`config.mk`:
```
export PLATFORM = sky130hd
export DESIGN_NAME = triangular_moving_average_unit
export DESIGN_NICKNAME = d
export VERILOG_FILES = /design/src/rtl/core/tma_pkg.sv /design/src/rtl/core/triangular_moving_average_unit.sv /design/src/rtl/core/tma_divider.sv
export SDC_FILE = /design/constraint.sdc
export NUM_CORES = 2
export LEC_CHECK = 0
export BUFFER_PORTS_ARGS = -buffer_cell sky130_fd_sc_hd__buf_4
export CORE_UTILIZATION = 40
export CTS_CLUSTER_DIAMETER = 120
export DETAILED_ROUTE_END_ITERATION = 8
export GPL_TIMING_DRIVEN = 0
export HOLD_SLACK_MARGIN = 0.12
export SYNTH_ARGS = -nofsm -noshare
export SYNTH_HDL_FRONTEND = slang
export SYNTH_HIERARCHICAL = 1
export SYNTH_SLANG_ARGS = --single-unit
```
`constraint.sdc`:
```
create_clock -name clock -period 8.8 [get_ports clock]
set_input_delay 1.76 -clock clock [delete_from_list [all_inputs] [get_ports clock]]
set_output_delay 1.76 -clock clock [all_outputs]
set_load 0.02 [all_outputs]
```
`src/rtl/core/tma_pkg.sv`:
```
// Shared constants for the triangular moving average unit.
// No dependencies; used by the top level, the divider and the checker.

package tma_pkg;

   localparam int VALUE_W    = 32;
   localparam int TIME_W     = 48;
   localparam int DATA_W     = VALUE_W + TIME_W;
   localparam int HALF_W     = 4;
   localparam int MAX_HALF   = 15;
   localparam int RING_DEPTH = 2 * MAX_HALF + 1;
   localparam int SLOT_W     = $clog2(RING_DEPTH);
   localparam int COUNT_W    = $clog2(RING_DEPTH + 1);
   localparam int WEIGHT_W   = $clog2(MAX_HALF + 2);
   localparam int PROD_W     = VALUE_W + WEIGHT_W;
   localparam int WSUM_W     = $clog2((MAX_HALF + 1) * (MAX_HALF + 1) + 1);
   localparam int PSUM_W     = VALUE_W + WSUM_W;
   localparam int DIV_STEPS  = PSUM_W;
   localparam int STEP_W     = $clog2(DIV_STEPS);

   localparam logic [HALF_W-1:0] HALF_RESET = HALF_W'(2);

endpackage

```
`src/rtl/core/triangular_moving_average_unit.sv`:
```
// Top level of the centered triangular moving average unit.
// Depends on tma_pkg and instantiates tma_divider.
//
// Usage: samples enter on the req_ channel, one item each, with the price and
// timestamp in req_tdata and the end-of-series mark on req_tlast. Averages
// leave on the rsp_ channel with the center timestamp, and rsp_tlast marks the
// final average of a series. The half window, two after reset, must be written
// through csr_wr_en and csr_wr_data only while idle; the unit does not enforce this.
// A sample is stored in the value and time rings in the cycle it is accepted.
// Each pending average then passes through a setup step, one ring read per
// window tap (2*D+1 taps at most for half window D, read one at a time
// through the single read port of the value ring), a drain of the multiply
// pipeline, the bit-serial divider and a load of the output register.
// An item that releases no average leaves the unit idle and ready; one that
// releases N averages keeps req_tready low until the last of them has been
// loaded into the output register.
// The result register lets the unit take the next sample while the last
// average still waits for rsp_tready. A stalled receiver holds rsp_tdata and
// rsp_tlast steady and, once a second average is ready, holds the unit until
// the first is taken.
// Reset clears the series counters, the ring pointer and the output valid;
// the ring contents are not cleared, since an entry is never read before it
// has been written in the current series.

module triangular_moving_average_unit (
   input  logic                          clock,
   input  logic                          reset,
   input  logic                          req_tvalid,
   output logic                          req_tready,
   // [31:0] sample_value, [79:32] sample_time
   input  logic [tma_pkg::DATA_W-1:0]    req_tdata,
   // series_end
   input  logic                          req_tlast,
   output logic                          rsp_tvalid,
   input  logic                          rsp_tready,
   // [31:0] avg_value, [79:32] avg_time
   output logic [tma_pkg::DATA_W-1:0]    rsp_tdata,
   // run_last
   output logic                          rsp_tlast,
   input  logic                          csr_wr_en,
   input  logic [tma_pkg::HALF_W-1:0]    csr_wr_data
);
   import tma_pkg::*;

   typedef enum logic [5:0] {
      ST_IDLE   = 6'b000001,
      ST_SETUP  = 6'b000010,
      ST_TAPS   = 6'b000100,
      ST_DRAIN  = 6'b001000,
      ST_DIVIDE = 6'b010000,
      ST_OUTPUT = 6'b100000
   } state_type;

   // Ring slot of the sample that is 'age' items older than the newest one.
   function automatic logic [SLOT_W-1:0] slot_of_age(input logic [SLOT_W-1:0] wslot,
                                                     input logic [SLOT_W-1:0] age);
      logic [SLOT_W:0] s;
      s = {1'b0, wslot} + (SLOT_W+1)'(RING_DEPTH - 1) - {1'b0, age};
      if (s >= (SLOT_W+1)'(RING_DEPTH)) begin
         s = s - (SLOT_W+1)'(RING_DEPTH);
      end
      return s[SLOT_W-1:0];
   endfunction

   // Sample storage: one write port at accept, one read port per ring.
   logic [VALUE_W-1:0] value_ram [RING_DEPTH];
   logic [TIME_W-1:0]  time_ram  [RING_DEPTH];

   state_type          state_ff, state_in;
   logic [HALF_W-1:0]  half_window_ff;
   logic [SLOT_W-1:0]  write_slot_ff, write_slot_in;
   logic [COUNT_W-1:0] seen_ff, seen_in;
   logic [COUNT_W-1:0] centre_ff, centre_in;
   logic [COUNT_W-1:0] remain_ff, remain_in;
   logic               end_ff, end_in;
   logic [HALF_W-1:0]  half_ff, half_in;
   logic [HALF_W-1:0]  age_ff, age_in;
   logic [SLOT_W-1:0]  tap_ff, tap_in;
   logic [SLOT_W-1:0]  hi_ff, hi_in;
   logic [WSUM_W-1:0]  wsum_ff, wsum_in;
   logic [PSUM_W-1:0]  psum_ff, psum_in;
   logic               rd_valid_ff, rd_valid_in;
   logic [WEIGHT_W-1:0] rd_weight_ff, rd_weight_in;
   logic               prod_valid_ff, prod_valid_in;
   logic [PROD_W-1:0]  prod_ff, prod_in;
   logic [VALUE_W-1:0] value_rd_ff;
   logic [TIME_W-1:0]  time_rd_ff;
   logic               rsp_valid_ff, rsp_valid_in;
   logic [DATA_W-1:0]  rsp_data_ff, rsp_data_in;
   logic               rsp_last_ff, rsp_last_in;

   logic               accept;
   logic               ram_wr_en;
   logic [SLOT_W-1:0]  value_rd_addr;
   logic               time_rd_en;
   logic [SLOT_W-1:0]  time_rd_addr;
   logic               rd_issue;
   logic [WEIGHT_W-1:0] tap_weight;
   logic [SLOT_W-1:0]  tap_dist;
   logic [COUNT_W-1:0] seen_next;
   logic [COUNT_W-1:0] centre_inc;
   logic [COUNT_W-1:0] centre_next;
   logic [COUNT_W-1:0] emit_count;
   logic [HALF_W-1:0]  setup_age;
   logic [HALF_W-1:0]  setup_lo;
   logic [SLOT_W-1:0]  setup_hi_raw;
   logic [SLOT_W-1:0]  setup_newest;
   logic               div_start;
   logic               div_done;
   logic [VALUE_W-1:0] div_quotient;

   assign req_tready = state_ff == ST_IDLE;
   assign accept     = req_tvalid && req_tready;
   assign ram_wr_en  = accept;

   // Counter updates for an accepted sample. The half window register is only
   // four bits wide, so it never exceeds the largest supported half window.
   assign seen_next   = (seen_ff == COUNT_W'(RING_DEPTH)) ? seen_ff : seen_ff + COUNT_W'(1);
   assign centre_inc  = centre_ff + COUNT_W'(1);
   assign centre_next = (centre_inc > seen_next) ? seen_next : centre_inc;
   always_comb begin
      if (req_tlast) begin
         emit_count = centre_next;
      end else if (centre_next > COUNT_W'(half_window_ff)) begin
         emit_count = centre_next - COUNT_W'(half_window_ff);
      end else begin
         emit_count = '0;
      end
   end

   // Window bounds for the center about to be averaged. Right neighbors that
   // have not been seen (past the series end) are clipped off here.
   assign setup_age    = HALF_W'(centre_ff - COUNT_W'(1));
   assign setup_lo     = (setup_age > half_ff) ? setup_age - half_ff : '0;
   assign setup_hi_raw = SLOT_W'(setup_age) + SLOT_W'(half_ff);
   assign setup_newest = SLOT_W'(seen_ff - COUNT_W'(1));

   // Triangular weight of the tap being read: D - |tap - age| + 1.
   assign tap_dist   = (tap_ff > SLOT_W'(age_ff)) ? tap_ff - SLOT_W'(age_ff)
                                                  : SLOT_W'(age_ff) - tap_ff;
   assign tap_weight = WEIGHT_W'(half_ff) - WEIGHT_W'(tap_dist) + WEIGHT_W'(1);

   assign value_rd_addr = slot_of_age(write_slot_ff, tap_ff);
   assign time_rd_addr  = slot_of_age(write_slot_ff, SLOT_W'(setup_age));

   always_comb begin
      state_in      = state_ff;
      write_slot_in = write_slot_ff;
      seen_in       = seen_ff;
      centre_in     = centre_ff;
      remain_in     = remain_ff;
      end_in        = end_ff;
      half_in       = half_ff;
      age_in        = age_ff;
      tap_in        = tap_ff;
      hi_in         = hi_ff;
      wsum_in       = wsum_ff;
      psum_in       = prod_valid_ff ? psum_ff + PSUM_W'(prod_ff) : psum_ff;
      rsp_valid_in  = rsp_valid_ff && !rsp_tready;
      rsp_data_in   = rsp_data_ff;
      rsp_last_in   = rsp_last_ff;
      time_rd_en    = 1'b0;
      rd_issue      = 1'b0;
      div_start     = 1'b0;

      unique case (state_ff)
         ST_IDLE: begin
            if (accept) begin
               write_slot_in = (write_slot_ff == SLOT_W'(RING_DEPTH - 1))
                               ? '0 : write_slot_ff + SLOT_W'(1);
               seen_in   = seen_next;
               centre_in = centre_next;
               remain_in = emit_count;
               end_in    = req_tlast;
               half_in   = half_window_ff;
               if (emit_count != '0) begin
                  state_in = ST_SETUP;
               end
            end
         end
         ST_SETUP: begin
            age_in     = setup_age;
            tap_in     = SLOT_W'(setup_lo);
            hi_in      = (setup_hi_raw > setup_newest) ? setup_newest : setup_hi_raw;
            wsum_in    = '0;
            psum_in    = '0;
            time_rd_en = 1'b1;
            state_in   = ST_TAPS;
         end
         ST_TAPS: begin
            rd_issue = 1'b1;
            wsum_in  = wsum_ff + WSUM_W'(tap_weight);
            if (tap_ff == hi_ff) begin
               state_in = ST_DRAIN;
            end else begin
               tap_in = tap_ff + SLOT_W'(1);
            end
         end
         ST_DRAIN: begin
            // Wait until the last product has been added in.
            if (!rd_valid_ff && !prod_valid_ff) begin
               div_start = 1'b1;
               state_in  = ST_DIVIDE;
            end
         end
         ST_DIVIDE: begin
            if (div_done) begin
               state_in = ST_OUTPUT;
            end
         end
         ST_OUTPUT: begin
            if (!rsp_valid_ff || rsp_tready) begin
               rsp_valid_in = 1'b1;
               rsp_data_in  = {time_rd_ff, div_quotient};
               rsp_last_in  = end_ff && (remain_ff == COUNT_W'(1));
               centre_in    = centre_ff - COUNT_W'(1);
               remain_in    = remain_ff - COUNT_W'(1);
               if (remain_ff == COUNT_W'(1)) begin
                  state_in = ST_IDLE;
                  if (end_ff) begin
                     write_slot_in = '0;
                     seen_in       = '0;
                     centre_in     = '0;
                  end
               end else begin
                  state_in = ST_SETUP;
               end
            end
         end
         default: begin
            state_in = ST_IDLE;
         end
      endcase
   end

   // Multiply pipeline: ring read, then weight times value, then accumulate.
   assign rd_valid_in   = rd_issue;
   assign rd_weight_in  = tap_weight;
   assign prod_valid_in = rd_valid_ff;
   assign prod_in       = PROD_W'(rd_weight_ff) * PROD_W'(value_rd_ff);

   always_ff @(posedge clock) begin
      if (ram_wr_en) begin
         value_ram[write_slot_ff] <= req_tdata[VALUE_W-1:0];
         time_ram[write_slot_ff]  <= req_tdata[DATA_W-1:VALUE_W];
      end
      value_rd_ff <= value_ram[value_rd_addr];
      if (time_rd_en) begin
         time_rd_ff <= time_ram[time_rd_addr];
      end
   end

   always_ff @(posedge clock) begin
      if (reset) begin
         state_ff       <= ST_IDLE;
         half_window_ff <= HALF_RESET;
         write_slot_ff  <= '0;
         seen_ff        <= '0;
         centre_ff      <= '0;
         remain_ff      <= '0;
         rd_valid_ff    <= 1'b0;
         prod_valid_ff  <= 1'b0;
         rsp_valid_ff   <= 1'b0;
      end else begin
         state_ff      <= state_in;
         if (csr_wr_en) begin
            half_window_ff <= csr_wr_data;
         end
         write_slot_ff <= write_slot_in;
         seen_ff       <= seen_in;
         centre_ff     <= centre_in;
         remain_ff     <= remain_in;
         rd_valid_ff   <= rd_valid_in;
         prod_valid_ff <= prod_valid_in;
         rsp_valid_ff  <= rsp_valid_in;
      end
      end_ff       <= end_in;
      half_ff      <= half_in;
      age_ff       <= age_in;
      tap_ff       <= tap_in;
      hi_ff        <= hi_in;
      wsum_ff      <= wsum_in;
      psum_ff      <= psum_in;
      rd_weight_ff <= rd_weight_in;
      prod_ff      <= prod_in;
      rsp_data_ff  <= rsp_data_in;
      rsp_last_ff  <= rsp_last_in;
   end

   tma_divider u_divider (
      .clock    (clock),
      .reset    (reset),
      .start    (div_start),
      .dividend (psum_ff),
      .divisor  (wsum_ff),
      .done     (div_done),
      .quotient (div_quotient)
   );

   assign rsp_tvalid = rsp_valid_ff;
   assign rsp_tdata  = rsp_data_ff;
   assign rsp_tlast  = rsp_last_ff;

endmodule

```
`src/rtl/core/tma_divider.sv`:
```
// Restoring divider, one quotient bit per cycle, for the moving average unit.
// Depends on tma_pkg for the dividend, divisor and quotient widths.

module tma_divider (
   input  logic                          clock,
   input  logic                          reset,
   input  logic                          start,
   input  logic [tma_pkg::PSUM_W-1:0]    dividend,
   input  logic [tma_pkg::WSUM_W-1:0]    divisor,
   output logic                          done,
   output logic [tma_pkg::VALUE_W-1:0]   quotient
);
   import tma_pkg::*;

   logic [PSUM_W-1:0] quo_ff, quo_in;
   logic [WSUM_W-1:0] rem_ff, rem_in;
   logic [WSUM_W-1:0] divisor_ff, divisor_in;
   logic [STEP_W-1:0] step_ff, step_in;
   logic              busy_ff, busy_in;
   logic              done_ff, done_in;
   logic [WSUM_W:0]   trial;
   logic [WSUM_W:0]   diff;
   logic              fits;

   // The remainder always stays below the divisor, so the shifted trial value
   // fits one extra bit and the difference fits back into the remainder.
   assign trial = {rem_ff, quo_ff[PSUM_W-1]};
   assign diff  = trial - {1'b0, divisor_ff};
   assign fits  = trial >= {1'b0, divisor_ff};

   always_comb begin
      quo_in     = quo_ff;
      rem_in     = rem_ff;
      divisor_in = divisor_ff;
      step_in    = step_ff;
      busy_in    = busy_ff;
      done_in    = 1'b0;
      if (start) begin
         quo_in     = dividend;
         rem_in     = '0;
         divisor_in = divisor;
         step_in    = '0;
         busy_in    = 1'b1;
      end else if (busy_ff) begin
         rem_in  = fits ? diff[WSUM_W-1:0] : trial[WSUM_W-1:0];
         quo_in  = {quo_ff[PSUM_W-2:0], fits};
         step_in = step_ff + STEP_W'(1);
         if (step_ff == STEP_W'(DIV_STEPS - 1)) begin
            busy_in = 1'b0;
            done_in = 1'b1;
         end
      end
   end

   always_ff @(posedge clock) begin
      if (reset) begin
         busy_ff <= 1'b0;
         done_ff <= 1'b0;
      end else begin
         busy_ff <= busy_in;
         done_ff <= done_in;
      end
      quo_ff     <= quo_in;
      rem_ff     <= rem_in;
      divisor_ff <= divisor_in;
      step_ff    <= step_in;
   end

   assign done     = done_ff;
   assign quotient = quo_ff[VALUE_W-1:0];

endmodule

```
==> results_dict.tcl <==
set metrics [dict create \
    critical_path.cell_chain "inv_1 > ha_1 > xor2_1 > inv_1 > ha_1 > o21ai_1 > a21oi_1 > o311ai_1 > nand2_1 > nor4_1 > a31o_2 > clkbuf_1 > clkbuf_1 > clkbuf_1 > nand3_1 > a31oi_1 > nor4_1" \
    layout.cells.most_common "edfxtp_1" \
    postCtsResizedCells 0 \
    initial_core_util 0.402 \
    required_ns 9.38 \
    synth_area_um2 118000 \
    whs_path_depth 0 \
    grt_pass1_wl_um 499000 \
    fin_crit_ns 7.11 \
    hold_viol 0 \
    cap_violations 2 \
    hpwl_um 240000 \
    violations "DRC, capacitance limit, slew limit" \
    cts_tree "done" \
    ios 173 \
    final_core_util 0.464 \
    antenna_left 0 \
    grt_util_met1 0.317 \
    synth_xor_area_frac 0.00932 \
    slew_violations 13 \
    grt_overflow 0 \
    crit_arrival_ns 7.69 \
    hold_path_class "flip-flop to flip-flop" \
    slew_headroom -0.0382 \
    antenna_found_initial 35 \
    drive_above_1_share 0.112 \
    ys_ff_latch 2852 \
    drt_iter0_markers 9853 \
    io_buffers 171 \
    crit_family "buffers and inverters" \
    reg2reg_from "centre_ff[0]" \
    fillers 25600 \
    die_h_um 546 \
    path_class "flip-flop to flip-flop" \
    place.gp.congestion 0.866 \
    rsz0062_at_grt "no" \
    period_share 0.808 \
    ys_warn_count 6 \
    cp-endpoint "time_rd_ff[13]" \
    finalNetCount 9623 \
    muxShareOfSynthArea 0.0342 \
    reg2reg_to "time_rd_ff[13]" \
    area_delta_synth_final_pct 15.5 \
    synthTopCellsByArea "edfxtp_1 (68%), nand2_1 (6.1%), dfxtp_1 (2.8%)" \
    track_usage 0.226 \
    syn_area_per_cell_um2 13.6 \
    startpoint "centre_ff[0]" \
    wirelength_um 346000 \
    cts.hold.buffers_added 0 \
    dieArea_um2 298000 \
    status "complete, but fails checks" \
    yosysTopAreaCellShare 0.683 \
    numCtsBuffers 305 \
    dr.pass1.iters 9 \
    setup_viol 0 \
    clkLatencyLatePin_ns 0.91 \
    synthArstFlopShare 0 \
    yosys.area_share.simple 0.116 \
    grtUsageMet3 0.0445 \
    synth_fa_ha_area_frac 0.0340 \
    synth_compound_gate_area_share 0.0696 \
    yosysSeqAreaShare 0.711 \
    routed_via_density 5.68 \
    synth_flop_cell "edfxtp_1" \
    die_w_um 546 \
    dpl_worst_slack_ns 1.89 \
    clk_pin_slew_ns 0.06 \
    synthCells 8682 \
    fin_ws_ns 1.69 \
    whs_ns 0.400 \
    wl_per_cell_um 25.7 \
    drc 66 \
    clk_path_buf_depth 4 \
    crit_path_end_kind "flip-flop" \
    synth.distinct_cells 101 \
    critPathSlowestCell "clkbuf_1" \
    use_met2 0.352 \
    worst-r2r-cell-count 17 \
    busiest_layer "met2" \
    post-cts-setup-buffers 0 \
    rows 199 \
    num_vias 76300 \
    cp.depth 17 \
    worstSetupStartpointType "flip-flop" \
    synth_top_area_cell "edfxtp_1" \
    critPathMaxFanout 10 \
    core_um2 294000 \
    synth_top_family_by_area "simple AND/OR/NAND/NOR gates" \
    grt_pass1_vias 73600 \
    timing.critical_path.buf_inv 5 \
    crit_path_frequent_cell "clkbuf_1" \
    finalClockSkew_ns 0.104 \
    synth_edf_count 2687 \
    root_buffer "clkbuf_16" \
    grt_start_max_net_pins 42 \
    worst_pin_slew_ns 1.54 \
    synth_fp_nets 9033 \
    h-tree-depth 5 \
    rrSetupSlack_ns 1.69 \
    layout_common_cells "edfxtp_1 (2,687), nand2_1 (1,905), nand3_1 (448)" \
    slowest_delay_ns 0.99 \
    fmax_mhz 141 \
    cts_sinks 2852 \
]
-- sequential cells by signal, indices dropped and copies added, names as in the netlist, 4 cells and up --
register              cells
age_ff                    4
centre_ff                 5
half_ff                   4
half_window_ff            4
hi_ff                     5
prod_ff                  37
psum_ff                  41
rd_weight_ff              5
remain_ff                 5
rsp_tdata                80
seen_ff                   5
state_ff                  6
tap_ff                    5
time_ram               1488
time_rd_ff               48
u_divider/divisor_ff      9
u_divider/quo_ff         41
u_divider/rem_ff          9
u_divider/step_ff         6
value_ram               992
value_rd_ff              32
write_slot_ff             5
wsum_ff                   9
-- per-layer routing --
layer | wire (µm) | share of wire
met4 | 11300 | 0.033
met5 | 130 | 0.00038
met3 | 33300 | 0.096
met1 | 145000 | 0.42
met2 | 157000 | 0.45
-- cell families (layout without fill, tap and decap cells) --
family | after synthesis | count (layout)
compound gates | 1227 | 1227
xor+xnor | 124 | 124
fa+ha+maj | 261 | 261
buf+inv | 677 | 1504
flops | 2852 | 2852
mux | 362 | 362
other cells | 0 | 15
simple gates | 3179 | 3179
-- cells in the mapped netlist, types with 23 or more instances --
cell / number
edfxtp_1: 2687
nand2_1: 1905
nand3_1: 448
nor2_1: 356
a21oi_1: 309
mux2i_1: 287
clkbuf_1: 277
a31oi_1: 225
a32oi_1: 205
dfxtp_1: 165
ha_1: 160
inv_1: 154
o21ai_0: 127
buf_2: 120
nor4_1: 118
nor3_1: 105
fa_1: 101
and2_1: 85
o22ai_1: 75
xnor2_1: 67
xor2_1: 55
o221ai_1: 53
a21o_1: 52
buf_1: 51
buf_4: 51
mux2_2: 46
nand2b_1: 32
o32ai_1: 31
mux4_2: 29
a211oi_1: 28
nor2b_1: 23
-- worst reg2reg max path, delay by kind of cell, from the launching register on --
kind,cells,cell delay (ns)
compound gates,5,1.38
xor+xnor,1,0.50
fa+ha+maj,2,0.67
buf+inv,5,2.92
flops,1,0.49
simple gates,4,0.84
-- per-stage QoR --
stage | cell area (µm²) | TNS [ns] | std cells
2_1_floorplan | 118000 | 0 | 8682
3_3_place_gp | 124000 | -5092.94 | 12800
3_5_place_dp | 127000 | 0 | 12900
4_1_cts | 136000 | 0 | 13400
5_1_grt | 136000 | 0 | 13400
6_report | 136000 | 0 | 13400
-- worst min-delay path by stage --
stage | startpoint | to | slack (ns)
final | time_rd_ff[15] | rsp_tdata[47] | 0.40
after global routing | time_rd_ff[15] | rsp_tdata[47] | 0.42
after CTS | time_rd_ff[15] | rsp_tdata[47] | 0.40
after detailed placement | time_rd_ff[31] | rsp_tdata[63] | 0.41
after global placement | time_rd_ff[41] | rsp_tdata[73] | 0.40
after floorplan | time_rd_ff[0] | rsp_tdata[32] | 0.40
-- layout make-up --
class	instances	area, µm²	share of cell area
antenna	15	37.5	0.000275
buffer	521	2470	0.0181
clock buffer	390	8260	0.0605
clock inverter	154	1220	0.00894
inverter	156	586	0.00429
multi-input combinational	5153	31400	0.230
sequential	2852	84000	0.616
tap	3919	4900	0.0359
timing repair buffer	283	3550	0.0260
Power is left out: the tool's default activity adds up to more than one toggle a clock period on the data nets, which glitch-free logic cannot reach.
